### src/sv/lpfd_pkg.sv
// ----------------------------------------------------------------------------
// lpfd_pkg
// Shared types and constants of the length-prefixed frame deframer.
// ----------------------------------------------------------------------------
package lpfd_pkg;

	localparam int unsigned HDR_BYTES = 4;
	localparam int unsigned CAP_W     = 25;
	localparam int unsigned REMAIN_W  = 24;
	localparam int unsigned APB_AW    = 3;
	localparam int unsigned APB_DW    = 32;

	localparam logic [CAP_W-1:0] CAP_RESET = 25'd131072;
	localparam logic [CAP_W-1:0] CAP_CEIL  = 25'd16777216;

	// Word index of each register on the configuration port.
	localparam logic REG_FRAME_CAPACITY = 1'b0;

	typedef struct packed {
		logic [7:0] payload_byte;
		logic       first_of_frame;
		logic       last_of_frame;
		logic       frame_too_large;
	} lpfd_result_t;

endpackage

### src/sv/length_prefixed_frame_deframer_unit.sv
// An accepted byte waits in the input register; its result goes to the result register.
// Throughput: one byte per cycle; a byte is consumed whenever the result register is free.
// The state update and length compare of a byte are combinational between the registers.
// Reset (arst_n low, asynchronous) empties both registers, returns to header collection,
// and sets the frame capacity to 131072 bytes. Only reset leaves the sticky error state.
// ----------------------------------------------------------------------------
// length_prefixed_frame_deframer_unit
// Splits a byte stream into frames with a 4-byte little-endian length header,
// flags first and last payload bytes, and reports an oversized frame once.
// ----------------------------------------------------------------------------
module length_prefixed_frame_deframer_unit (
	input  logic                          clk,
	input  logic                          arst_n,
	input  logic                          in_valid,
	output logic                          in_stall,
	input  logic [7:0]                    data_byte,
	output logic                          out_valid,
	input  logic                          out_stall,
	output logic [7:0]                    payload_byte,
	output logic                          first_of_frame,
	output logic                          last_of_frame,
	output logic                          frame_too_large,
	input  logic                          psel,
	input  logic                          penable,
	input  logic                          pwrite,
	input  logic [lpfd_pkg::APB_AW-1:0]   paddr,
	input  logic [lpfd_pkg::APB_DW-1:0]   pwdata,
	output logic [lpfd_pkg::APB_DW-1:0]   prdata,
	output logic                          pready
);

	import lpfd_pkg::*;

	logic             take;
	logic             valid_s1;
	logic [7:0]       byte_s1;
	logic             out_free;
	logic             res_valid;
	lpfd_result_t     res;
	lpfd_result_t     res_s2;
	logic [CAP_W-1:0] cap_q;
	logic             reg_sel;

	// Configuration register.
	assign pready  = 1'b1;
	assign reg_sel = (paddr[APB_AW-1] == REG_FRAME_CAPACITY);
	assign prdata  = reg_sel ? {{(APB_DW-CAP_W){1'b0}}, cap_q} : '0;

	always_ff @(posedge clk or negedge arst_n) begin
		if (!arst_n) begin
			cap_q <= CAP_RESET;
		end else if (psel && penable && pwrite && pready && reg_sel) begin
			cap_q <= pwdata[CAP_W-1:0];
		end
	end

	assign take = valid_s1 & out_free;

	lpfd_in_stage u_in (
		.clk       (clk),
		.arst_n    (arst_n),
		.in_valid  (in_valid),
		.in_stall  (in_stall),
		.data_byte (data_byte),
		.take      (take),
		.valid_s1  (valid_s1),
		.byte_s1   (byte_s1)
	);

	lpfd_core u_core (
		.clk            (clk),
		.arst_n         (arst_n),
		.take           (take),
		.byte_s1        (byte_s1),
		.frame_capacity (cap_q),
		.res_valid      (res_valid),
		.res            (res)
	);

	lpfd_out_stage u_out (
		.clk       (clk),
		.arst_n    (arst_n),
		.load      (res_valid),
		.res       (res),
		.out_free  (out_free),
		.out_valid (out_valid),
		.out_stall (out_stall),
		.res_s2    (res_s2)
	);

	assign payload_byte    = res_s2.payload_byte;
	assign first_of_frame  = res_s2.first_of_frame;
	assign last_of_frame   = res_s2.last_of_frame;
	assign frame_too_large = res_s2.frame_too_large;

endmodule

### src/sv/lpfd_in_stage.sv
// ----------------------------------------------------------------------------
// lpfd_in_stage
// Input register: holds one received byte until the core consumes it.
// ----------------------------------------------------------------------------
module lpfd_in_stage (
	input  logic       clk,
	input  logic       arst_n,
	input  logic       in_valid,
	output logic       in_stall,
	input  logic [7:0] data_byte,
	input  logic       take,
	output logic       valid_s1,
	output logic [7:0] byte_s1
);

	logic accept;

	// The stage can refill in the same cycle that its byte moves on.
	assign in_stall = valid_s1 & ~take;
	assign accept   = in_valid & ~in_stall;

	always_ff @(posedge clk or negedge arst_n) begin
		if (!arst_n) begin
			valid_s1 <= 1'b0;
		end else begin
			valid_s1 <= accept | (valid_s1 & ~take);
		end
	end

	always_ff @(posedge clk) begin
		if (accept) begin
			byte_s1 <= data_byte;
		end
	end

endmodule

### src/sv/lpfd_core.sv
// ----------------------------------------------------------------------------
// lpfd_core
// Deframing state machine: gathers the length header, counts payload bytes
// and decides on the result of each consumed byte.
// ----------------------------------------------------------------------------
module lpfd_core (
	input  logic                        clk,
	input  logic                        arst_n,
	input  logic                        take,
	input  logic [7:0]                  byte_s1,
	input  logic [lpfd_pkg::CAP_W-1:0]  frame_capacity,
	output logic                        res_valid,
	output lpfd_pkg::lpfd_result_t      res
);

	import lpfd_pkg::*;

	typedef enum logic [1:0] {
		PH_HEADER,
		PH_PAYLOAD,
		PH_ERROR
	} phase_t;

	phase_t              phase_q, phase_d;
	logic [1:0]          hdr_cnt_q, hdr_cnt_d;
	logic [23:0]         len_q, len_d;
	logic [REMAIN_W-1:0] remain_q, remain_d;
	logic                start_q, start_d;

	logic [31:0]         full_len;
	logic [CAP_W-1:0]    cap_eff;
	logic                too_big;
	logic                last;

	// The fourth header byte is combined here, never stored.
	assign full_len = {byte_s1, len_q};
	assign cap_eff  = (frame_capacity > CAP_CEIL) ? CAP_CEIL : frame_capacity;
	assign too_big  = ({1'b0, full_len} + 33'(HDR_BYTES)) > {8'b0, cap_eff};
	assign last     = (remain_q <= REMAIN_W'(1));

	always_comb begin
		phase_d   = phase_q;
		hdr_cnt_d = hdr_cnt_q;
		len_d     = len_q;
		remain_d  = remain_q;
		start_d   = start_q;
		res_valid = 1'b0;
		res       = '0;
		case (phase_q)
			PH_HEADER: begin
				hdr_cnt_d = hdr_cnt_q + 2'd1;
				case (hdr_cnt_q)
					2'd0: len_d[7:0]   = byte_s1;
					2'd1: len_d[15:8]  = byte_s1;
					2'd2: len_d[23:16] = byte_s1;
					default: begin
						len_d = '0;
						if (full_len != 32'd0) begin
							if (too_big) begin
								phase_d             = PH_ERROR;
								res_valid           = 1'b1;
								res.frame_too_large = 1'b1;
							end else begin
								phase_d  = PH_PAYLOAD;
								remain_d = full_len[REMAIN_W-1:0];
								start_d  = 1'b1;
							end
						end
					end
				endcase
			end
			PH_PAYLOAD: begin
				res_valid          = 1'b1;
				res.payload_byte   = byte_s1;
				res.first_of_frame = start_q;
				res.last_of_frame  = last;
				if (last) begin
					phase_d  = PH_HEADER;
					remain_d = '0;
					start_d  = 1'b1;
				end else begin
					remain_d = remain_q - REMAIN_W'(1);
					start_d  = 1'b0;
				end
			end
			default: begin
				phase_d = PH_ERROR;
			end
		endcase
		if (!take) begin
			res_valid = 1'b0;
		end
	end

	always_ff @(posedge clk or negedge arst_n) begin
		if (!arst_n) begin
			phase_q   <= PH_HEADER;
			hdr_cnt_q <= '0;
			len_q     <= '0;
			remain_q  <= '0;
			start_q   <= 1'b1;
		end else if (take) begin
			phase_q   <= phase_d;
			hdr_cnt_q <= hdr_cnt_d;
			len_q     <= len_d;
			remain_q  <= remain_d;
			start_q   <= start_d;
		end
	end

endmodule

### src/sv/lpfd_out_stage.sv
// ----------------------------------------------------------------------------
// lpfd_out_stage
// Result register: holds one finished result until the sink takes it.
// ----------------------------------------------------------------------------
module lpfd_out_stage (
	input  logic                   clk,
	input  logic                   arst_n,
	input  logic                   load,
	input  lpfd_pkg::lpfd_result_t res,
	output logic                   out_free,
	output logic                   out_valid,
	input  logic                   out_stall,
	output lpfd_pkg::lpfd_result_t res_s2
);

	import lpfd_pkg::*;

	// Free when empty or when the held result transfers this cycle.
	assign out_free = ~out_valid | ~out_stall;

	always_ff @(posedge clk or negedge arst_n) begin
		if (!arst_n) begin
			out_valid <= 1'b0;
		end else if (out_free) begin
			out_valid <= load;
		end
	end

	always_ff @(posedge clk) begin
		if (load) begin
			res_s2 <= res;
		end
	end

endmodule

### config.mk
export PLATFORM = sky130hd
export DESIGN_NAME = length_prefixed_frame_deframer_unit
export DESIGN_NICKNAME = d
export VERILOG_FILES = /design/src/sv/lpfd_pkg.sv /design/src/sv/length_prefixed_frame_deframer_unit.sv /design/src/sv/lpfd_in_stage.sv /design/src/sv/lpfd_core.sv /design/src/sv/lpfd_out_stage.sv
export SDC_FILE = /design/constraint.sdc
export NUM_CORES = 1
export LEC_CHECK = 0
export ABC_AREA = 1
export BUFFER_PORTS_ARGS = -buffer_cell sky130_fd_sc_hd__buf_2
export CAP_MARGIN = 20
export CORE_UTILIZATION = 30
export DETAILED_ROUTE_END_ITERATION = 6
export HOLD_SLACK_MARGIN = 0.15
export SYNTH_ARGS = -nofsm -noshare
export SYNTH_HDL_FRONTEND = slang
export SYNTH_SLANG_ARGS = --single-unit
### constraint.sdc
create_clock -name clk -period 3.7 [get_ports clk]
set_clock_uncertainty 0.2 [all_clocks]
set_input_delay 0.37 -clock clk [delete_from_list [all_inputs] [get_ports clk]]
set_output_delay 0.37 -clock clk [all_outputs]
set_load 0.01 [all_outputs]
==> impl_metrics.tcl, run 1 <==
set metrics [dict create \
    synth_edf_count 19 \
    final_common_cell "nand2_1" \
    synth_top_flop_cell "dfrtp_1" \
    dp.final_hpwl_um 13070 \
    regToRegSetupSlack_ps 170 \
    timing.reg2reg.worst_path_depth 24 \
    timing.hold.worst.class "reg -> reg" \
    grt_start_max_net_pins 81 \
    globalRouteOverflowTotal 0 \
    setup-violations-final 0 \
    utilization_pct 39.50 \
    multi_input_comb_area_um2 3467 \
    finalWeightedCongestion 0.9252 \
    fraction_of_layout_cells_with_a_size_suffix_above_1_pct 19.69 \
    die_width_um 149.3 \
    ys_warn_count 0 \
    grt.total_usage_pct 16.28 \
    critPathCapture "u_out.res_s2[9]" \
    cts_root_buffer "clkbuf_16" \
    initialDrtViolationCount 423 \
    hold_fails_final_rpt 0 \
    synth-seq-area-share_pct 39.55 \
    cp_data_required_time_ps 3580 \
    criticalPathCategory "reg -> reg" \
    n_antenna_cell 0 \
    worstPathArrival_ps 3410 \
    fin_tns_setup_ps 0 \
    grt_pass1_vias 5664 \
    maxSlewHeadroom_pct 40.27 \
    design.core.area_um2 21150 \
    io_pins 96 \
    wire_length_of_the_first_global_routing_pass_um 28260 \
    post_synthesis_cells 888 \
    synth_seq_cells 99 \
    static-leakage-power_nw 4.620 \
    cp-end-kind "register" \
    cts_num_sinks 99 \
    worstPathMaxFanout 9 \
    synthesis.area_um2 6510 \
    async_reset_ff_share_pct 80.81 \
    syn_to_final_growth_pct 28.37 \
    ff_latch_area_um2 2575 \
    hold-path-cell-count 2 \
    filler_cell_count 2162 \
    max_cap_viols 0 \
    wirelength_um 17660 \
    period_needed_ps 3529 \
    layout_common_cells "199 x nand2_1, 127 x nor2_1, 100 x inv_1" \
    io_buffers 78 \
    avgSynthCellArea_um2 7.331 \
    r2r_start "cap_q[16]" \
    fmax_mhz 283.4 \
    drc 0 \
    r2r-end "u_out.res_s2[9]" \
    synth.lib_cells_used.distinct 41 \
    die-area_um2 22290 \
    power.density_cell_area_nw_per_um2 324.8 \
    pre_cts_slack_ps 97.53 \
    worst_voltage_drop_across_the_vdd_grid_mv 0.2392 \
    num_rows 53 \
    final_stage_net_count 1114 \
    worst_setup_hold_path_clk_slew_ps 70 \
    initial_core_utilization_pct 30.77 \
    via_per_inst 4.667 \
    antenna_violations_before_repair 0 \
    tritoncts "yes" \
    detail_route.first_pass.iterations 7 \
    setup.worst_path.start "cap_q[16]" \
    report.final.slew_viol_count 0 \
    clk_latency_ps 360 \
    outcome "completed" \
    timing_worst_slew_pin_value_ps 892.7 \
    timing.final.crit_share_pct 95.37 \
    h-tree-depth 3 \
    setup_slack_ps 171.3 \
    die_y_um 149.3 \
    tritoncts.num_buffers 9 \
    route.vias.total 6118 \
    drtAntennaViolNets 0 \
    critPathLaunchType "register" \
    clock_tree.buffer_depth 2 \
    routed_wire_length_per_instance_um 13.47 \
]
-- layer usage --
metal / GRT usage, % / part of all wire [%] / vias up
li1: - / - / 3142
met1: 23.30 / 49 / 2831
met2: 25.19 / 45 / 132
met3: 3.028 / 5.1 / 13
met4: 3.827 / 0.93 / 0
met5: 0 / 0 / -
-- flip-flops by register name (all words and copies together), names as in the netlist --
signal            count
u_core.hdr_cnt_q      2
u_in.byte_s1          8
u_in.valid_s1         1
u_out.res_s2         11
u_out.out_valid       1
u_core.phase_q        2
u_core.start_q        1
cap_q                25
u_core.remain_q      24
u_core.len_q         24
-- cell families after synthesis --
family / count (synthesis) / share of synthesized area [%]
AO/OA/AOI/OAI: 114 / 9.975
XOR/XNOR: 32 / 4.305
adder cells (fa/ha/maj): 33 / 6.343
buffers and inverters: 146 / 9.360
flip-flops: 99 / 39.55
other: 2 / 0.1154
AND/OR/NAND/NOR: 462 / 30.35
-- critical path: stages (launching register included) --
cell and delay, ps:
dfrtp_1 400, inv_2 70, nand4_1 130, nor4_2 280, buf_4 170, nand3_4 70
nand2_4 140, clkbuf_16 160, nand2_1 50, ha_1 270, nand2_1 70, nor2_2 120
nand3b_1 110, nor2_1 130, nor2_1 50, nand2_1 50, nand2_1 40, nand2_1 60
nand2_2 70, nand3_2 80, nand3_2 80, nand2_2 120, nand2_4 70, inv_4 90
clkbuf_16 140
-- cell type report --
class / instances / area share (%)
flip-flops and latches: 99 / 30.81
repair buffers: 163 / 15.08
inverters: 109 / 4.926
multi-input cells: 649 / 41.49
clock inverters: 7 / 0.8834
well taps: 275 / 4.117
clock buffers: 9 / 2.695
-- synth_stat cells (4+ instances only) --
cell type | n | area (µm²)
inv_1 | 106 | 397.9
dfrtp_1 | 78 | 1952
a21oi_1 | 41 | 205.2
buf_2 | 4 | 20.02
o21ai_2 | 9 | 78.83
edfxtp_1 | 19 | 570.6
a22oi_1 | 6 | 45.04
o21ai_0 | 42 | 210.2
clkbuf_1 | 20 | 75.07
o22ai_1 | 10 | 62.56
buf_4 | 9 | 67.56
nor2_2 | 11 | 68.82
nand3_1 | 67 | 335.3
nand2_1 | 206 | 773.2
xor2_1 | 29 | 254.0
nand4_1 | 12 | 75.07
nor2_1 | 132 | 495.5
nor3_1 | 7 | 35.03
nand2_2 | 5 | 31.28
nor4_1 | 11 | 68.82
ha_1 | 33 | 412.9
-- repair_timing --
action                                 CTS  global route
setup endpoints to repair                0            38
setup buffers                            0             6
hold buffers                            36             0
endpoints found under the hold margin  113             0
resized for setup                        0            35
-- report_power, final --
part | leakage, nW | internal, mW | switching (mW) | total [mW]
Clock | 0.148 | 0.530 | 0.453 | 0.983
Combinational | 3.38 | 0.236 | 0.271 | 0.507
Sequential | 1.09 | 1.17 | 0.0547 | 1.22
-- worst min path at each step --
stage / from / slack (ps) / endpoint
finish: u_core.start_q / 270 / u_core.start_q
global route: u_core.start_q / 290 / u_core.start_q
CTS: u_core.start_q / 280 / u_core.start_q
detailed placement: u_core.remain_q[1] / 260 / u_core.remain_q[1]
global placement: u_core.remain_q[4] / 250 / u_core.remain_q[4]
floorplan: arst_n / -130 / cap_q[0]
-- per-stage QoR --
stage	instance area, µm²	power [mW]	instances	hold WS, ps
3_5_place_dp	7425	1.669	1249	264.5
3_3_place_gp	7425	1.663	1249	253.5
4_1_cts	8084	2.685	1301	277.6
6_report	8357	2.715	1311	272.4
2_1_floorplan	6533	1.478	894	-125.6
5_1_grt	8357	2.855	1311	285.5
No activity file was read; power rests on OpenSTA's default activity.
==> run 2: changes to the inputs <==
- ABC_AREA: 1 -> default
- PLACE_DENSITY: default -> 0.54
- clock period: 3.7 -> 2.9 ns (I/O delays scaled with it)
==> run 2 against run 1 <==
Effect of this change:
- the run now ends with negative setup slack left
- wire length up 4.1%
- setup slack worse by 940 ps
- via count down 6.3%
- total power up 100%
- sequential power up 52%
==> impl_metrics.tcl, run 2 <==
set metrics [dict create \
    drtAntennaViolNets 0 \
    rsz_0062_raised_after_global_routing "true" \
    num_rows 52 \
    initialDrtViolationCount 359 \
    synth_seq_cells 99 \
    synth.lib_cells_used.distinct 62 \
    max_cap_viols 0 \
    synth_top_flop_cell "dfrtp_1" \
    clock_tree.buffer_depth 2 \
    utilization_pct 42.13 \
    power_report.internal_total_mw 3.465 \
    timing.final.crit_share_pct 126.5 \
    cts_num_sinks 99 \
    max_stage_delay_ps 380 \
    cp_data_required_time_ps 2990 \
    critPathLaunchType "register" \
    share_comb_of_total_power_pct 44.3 \
    synth.most_common_cell "nand2_1" \
    grt_start_max_net_pins 44 \
    violations "negative setup slack" \
    post_synthesis_cells 690 \
    avgSynthCellArea_um2 8.951 \
    layout_common_cells "104 x buf_4, 98 x nand2_1, 78 x dfrtp_1" \
    initial_core_utilization_pct 30.52 \
    largest_register_ffs 25 \
    wl_met2_um 8619 \
    largest_register "cap_q" \
    biggestRegsByFlops "cap_q (25), u_core.len_q (24), u_core.remain_q (24)" \
    synth_edf_count 19 \
    place_inst 1094 \
    report.final.slew_viol_count 0 \
    dpl-instance-area_um2 7500 \
    period_needed_ps 3669 \
    power.density_cell_area_nw_per_um2 651.5 \
    static-leakage-power_nw 3.824 \
    routed_wire_length_per_instance_um 15.83 \
    setup.worst_path.start "cap_q[0]" \
    fmax_mhz 272.5 \
    cell_type_with_the_largest_total_area_after_synthesis "dfrtp_1" \
    slowest_stage "dfrtp_1" \
    maxSlewHeadroom_pct 46.15 \
    wirelength_um 18380 \
    globalRouteOverflowTotal 0 \
    critPathCapture "u_core.remain_q[11]" \
    antenna_violations_before_repair 0 \
    design.core.area_um2 20230 \
    pwr-share-clk_pct 22.3 \
    timing.critical_path.depth 16 \
    p_sw_mw 2.089 \
    die-area_um2 21160 \
    wire_length_of_the_first_global_routing_pass_um 29860 \
    synthesis.area_um2 6176 \
    io_pins 96 \
    r2r_start "cap_q[0]" \
    n_antenna_cell 0 \
    worst_voltage_drop_across_the_vdd_grid_mv 0.3235 \
    synth.area.top_cells "dfrtp_1 32%, edfxtp_1 9.2%, ha_1 6.7%" \
    io_buffers 78 \
    tritoncts "yes" \
    synth-seq-area-share_pct 41.69 \
    cp-end-kind "register" \
    h-tree-depth 3 \
    top_layer_used "met4" \
    grt_pass1_vias 5633 \
    final_common_cell "buf_4" \
    critPathTopFamily "compound AO/OA/AOI/OAI gates" \
    hold_fails_final_rpt 0 \
    drt-met1-wl_um 8539 \
    fraction_of_layout_cells_with_a_size_suffix_above_1_pct 32.66 \
    fin_tns_setup_ps -26910 \
    ff_latch_area_um2 2575 \
    worstPathMaxFanout 8 \
    totalPowerFinal_mw 5.554 \
    grt.total_usage_pct 17.89 \
    power.share.switching_pct 37.61 \
    via_per_inst 4.935 \
    die_y_um 145.5 \
    timing.hold.worst.class "in -> async" \
    most_frequent_cell_on_critical_path "buf_6" \
    multi_input_comb_area_um2 3610 \
    met3WireLength_um 769 \
    worstPathArrival_ps 3760 \
    finish.cell_count_without_fillers 1161 \
    final_stage_net_count 969 \
    async_reset_ff_share_pct 80.81 \
    drc 0 \
    path_buf_inv 3 \
    share_seq_of_total_power_pct 33.4 \
    route.vias.total 5730 \
    synthTopCellsByCount "101 x nand2_1, 78 x dfrtp_1, 68 x o21ai_0" \
    r2r-end "u_core.remain_q[11]" \
    timing_worst_slew_pin_value_ps 804.7 \
    regToRegSetupSlack_ps -770 \
    criticalPathCategory "reg -> reg" \
    die_width_um 145.5 \
    crit_chain "nor4_1 > nand4_1 > o21ai_2 > buf_6 > nand2_4 > ha_4 > a21o_1 > a21o_1 > a221oi_2 > o2111ai_2 > o21ai_4 > a41oi_4 > buf_6 > buf_6 > nand2b_4 > o21ai_1" \
    tritoncts.num_buffers 9 \
    outcome "complete, but fails checks" \
    setup_slack_ps -769.4 \
    clk_latency_ps 360 \
    filler_cell_count 2026 \
    worst_setup_hold_path_clk_slew_ps 70 \
    dp.final_hpwl_um 13120 \
    detail_route.first_pass.iterations 5 \
    finalWeightedCongestion 0.8176 \
    setup-violations-final 40 \
    timing.reg2reg.worst_path_depth 16 \
    synth_top_area_share_pct 31.60 \
    pre_cts_slack_ps -1009 \
    layout.cell_area.non_filler_um2 8524 \
    syn_to_final_growth_pct 38.03 \
    cts_root_buffer "clkbuf_16" \
    ys_warn_count 0 \
    finalHoldWorstSlack_ps 237.5 \
]
run 2: cell types whose count changed after synthesis, moves of 26 or more:
cell / delta
inv_1: -91
mux2_2: +26
nand2_1: -105
nand3_1: -40
nor2_1: -102
nor2b_1: +26
o21ai_0: +26
run 2: worst min-delay path by stage:
stage / start / to / slack [ps]
floorplan: arst_n / cap_q[0] / -210
detailed placement: arst_n / u_core.remain_q[15] / 90
finish: arst_n / u_core.remain_q[15] / 240
global route: arst_n / u_core.remain_q[15] / 310
CTS: arst_n / u_core.remain_q[15] / 260
global placement: arst_n / u_core.remain_q[15] / 90
run 2: cell families (layout without fill, tap and decap cells):
group | count (synthesis) | count (layout) | share of synthesized area (%)
compound gates | 144 | 144 | 13.72
xor+xnor | 22 | 22 | 3.120
fa+ha+maj | 33 | 33 | 6.686
buf+inv | 67 | 259 | 4.923
flops | 99 | 99 | 41.69
mux | 29 | 29 | 5.227
other cells | 2 | 8 | 0.1216
simple gates | 294 | 297 | 24.51
run 2: power by group through the flow:
stage                     registers (mW)  clock network, mW  logic (mW)
after global placement              1.86                  0        2.23
after floorplan                     1.88                  0        1.27
after detailed placement            1.86                  0        2.25
after global routing                1.88               1.32        2.73
after CTS                           1.86               1.27        2.42
final                               1.85               1.24        2.46
run 2: timing repair:
item / in CTS / in global routing
pin swaps: 23 / 12
hold endpoints to repair: 116 / 0
endpoints found under the setup margin: 40 / 40
resized for setup: 45 / 30
setup buffers: 7 / 2
cloned: 5 / 0
hold buffers: 37 / 0
run 2: final cells by class:
type / count / share of cell area (%)
clock inverters: 6 / 0.7779
clock buffers: 10 / 2.686
inverters: 16 / 0.7045
flip-flops and latches: 99 / 30.21
repair buffers: 227 / 19.32
multi-input cells: 533 / 42.35
well taps: 270 / 3.963
run 2: per-layer routing:
layer	track usage, %	up-vias
met5	0	-
met4	6.579	0
met3	3.542	28
met2	29.18	123
met1	23.46	2751
li1	-	2828
==> run 3: changes to the inputs <==
- ABC_AREA: default -> 1
- CTS_CLUSTER_SIZE: default -> 16
==> run 3 against run 2 <==
Effect of this change:
- the run still ends with negative setup slack left
- clock-buffer cell count is the same
- setup slack gained 350 ps
- non-clock buffer count grew 58
- core utilization grew 4.7 points
- cell count grew 24%
- combinational power shrank 60%
- global-route usage grew 0.75 points
- fmax grew 11%
- via count grew 18%
- final area grew 16%
- register-to-register slack gained 350 ps
==> impl_metrics.tcl, run 3 (synthesized netlist as in run 1, its figures left out) <==
set metrics [dict create \
    p_sw_mw 1.153 \
    h-tree-depth 3 \
    largest_register "cap_q" \
    worst_setup_hold_path_clk_slew_ps 80 \
    wirelength_um 20380 \
    place_inst 1348 \
    cp-end-kind "register" \
    timing.hold.worst.start "u_core.start_q" \
    finalHoldWorstSlack_ps 274.3 \
    violations "negative setup slack" \
    outcome "complete, but fails checks" \
    biggestRegsByFlops "cap_q (25), u_core.len_q (24), u_core.remain_q (24)" \
    timing_worst_slew_pin_value_ps 731.2 \
    fmax_mhz 301.2 \
    grt.total_usage_pct 18.64 \
    maxSlewHeadroom_pct 51.25 \
    n_antenna_cell 0 \
    tritoncts "yes" \
    drtAntennaViolNets 0 \
    grt_start_max_net_pins 81 \
    dpl-instance-area_um2 8157 \
    cts_num_sinks 99 \
    cp_data_required_time_ps 2950 \
    via_per_inst 4.703 \
    routed_wire_length_per_instance_um 14.21 \
    multi_input_comb_area_um2 4013 \
    layout.cell_area.non_filler_um2 9896 \
    hold_fails_final_rpt 0 \
    setup-violations-final 40 \
    route.vias.total 6744 \
    power_report.internal_total_mw 2.594 \
    period_needed_ps 3320 \
    static-leakage-power_nw 5.281 \
    pre_cts_slack_ps -594.6 \
    cts_root_buffer "clkbuf_16" \
    tritoncts.num_buffers 9 \
    io_buffers 78 \
    initial_core_utilization_pct 30.77 \
    die-area_um2 22290 \
    ff_latch_area_um2 2575 \
    io_pins 96 \
    globalRouteOverflowTotal 0 \
    die_width_um 149.3 \
    final_common_cell "nand2_1" \
    critPathLaunchType "register" \
    timing.final.crit_share_pct 114.5 \
    share_comb_of_total_power_pct 26.3 \
    fraction_of_layout_cells_with_a_size_suffix_above_1_pct 35.89 \
    totalPowerFinal_mw 3.747 \
    timing.hold.worst.class "reg -> reg" \
    initialDrtViolationCount 435 \
    dp.final_hpwl_um 14570 \
    filler_cell_count 2085 \
    grt_pass1_vias 6211 \
    wire_length_of_the_first_global_routing_pass_um 32110 \
    layout_common_cells "147 x nand2_1, 144 x buf_4, 125 x nor2_1" \
    rsz_0062_raised_after_global_routing "true" \
    num_rows 53 \
    syn_to_final_growth_pct 52.01 \
    worst_voltage_drop_across_the_vdd_grid_mv 0.2975 \
    share_seq_of_total_power_pct 41.4 \
    clk_latency_ps 360 \
    fin_tns_setup_ps -15330 \
    clock_tree.buffer_depth 2 \
    r2r_start "u_core.len_q[2]" \
    criticalPathCategory "reg -> reg" \
    setup_slack_ps -420.1 \
    finalWeightedCongestion 0.9223 \
    drc 0 \
    max_cap_viols 0 \
    power.share.switching_pct 30.76 \
    design.core.area_um2 21150 \
    detail_route.first_pass.iterations 5 \
    largest_register_ffs 25 \
    pwr-share-clk_pct 32.3 \
    setup.worst_path.start "u_core.len_q[2]" \
    finish.cell_count_without_fillers 1434 \
    power.density_cell_area_nw_per_um2 378.6 \
    final_stage_net_count 1237 \
    worstPathArrival_ps 3370 \
    antenna_violations_before_repair 0 \
    worstPathMaxFanout 6 \
    utilization_pct 46.78 \
    die_y_um 149.3 \
    report.final.slew_viol_count 0 \
]
## run 3: changes by cell type in the layout (fill, tap and decap cells not counted), moves of 18 or more
| cell | previous run | this run |
|---|---|---|
| o21ai_1 | 21 | 3 |
| xor2_1 | 4 | 26 |
| nand2_1 | 98 | 147 |
| nand2_4 | 1 | 24 |
| nand2_2 | 2 | 41 |
| nand3_1 | 25 | 54 |
| inv_1 | 15 | 94 |
| nor2b_1 | 26 | 0 |
| mux2_2 | 26 | 0 |
| buf_4 | 104 | 144 |
| nor2_1 | 30 | 125 |
| nor3_1 | 31 | 5 |
## run 3: layer usage
| metal | global-route usage [%] | routed length [µm] | vias to the layer above |
|---|---|---|---|
| met3 | 1.957 | 566 | 19 |
| li1 | - | - | 3378 |
| met4 | 6.173 | 349 | 0 |
| met5 | 0 | 0 | - |
| met2 | 29.47 | 9441 | 132 |
| met1 | 26.43 | 10020 | 3215 |
## run 3: cell type report
class                      count  share of cell area, %
clock buffer                  10                  2.314
clock inverter                 6                 0.5690
inverter                     109                  4.185
multi-input combinational    649                  40.55
sequential                    99                  26.02
tap                          275                  3.477
timing repair buffer         285                  22.82
timing repair inverter         1                0.06322
## run 3: worst paths after layout
path                                  endpoint  slack, ps  cells past startpoint
min in group asynchronous  u_core.remain_q[10]        640                      3
max in group asynchronous            cap_q[17]       1200                      4
setup / recovery           u_core.remain_q[13]       -420                     23
hold reg to reg                 u_core.start_q        270                      2
hold / removal                  u_core.start_q        270                      2
setup reg to reg           u_core.remain_q[13]       -420                     23
## run 3: power by group through the flow
stage / registers [mW] / logic, mW / clock network, mW
3_5_place_dp: 1.57 / 0.660 / 0
4_1_cts: 1.55 / 0.935 / 1.25
3_3_place_gp: 1.57 / 0.657 / 0
6_report: 1.55 / 0.984 / 1.21
2_1_floorplan: 1.56 / 0.333 / 0
5_1_grt: 1.56 / 1.08 / 1.28
## run 3: critical path, cell delays in order, from the launching register on
cell       delay [ps]
dfrtp_1           360
ha_2              180
nand2_1            70
inv_2              70
nand2_2            70
nor3_4            200
inv_2              90
nor3_4            130
buf_4             160
xor2_4            170
ha_4              220
nand2_1            60
inv_1              50
o21ai_1            70
nand2_1           100
a21oi_2           180
nand2_2            90
nand2_4            90
nand3_4            90
nand2_4           110
nand2_8           100
clkbuf_16         220
nand2_4            50
o21ai_2            50
## run 3: timing repair
action | CTS | global route
setup endpoints to repair | 40 | 41
buffers inserted | 26 | 4
resized for setup | 107 | 69
endpoints found under the hold margin | 113 | 11
gates cloned | 2 | 3
pin swaps | 18 | 30
hold buffers | 36 | 1
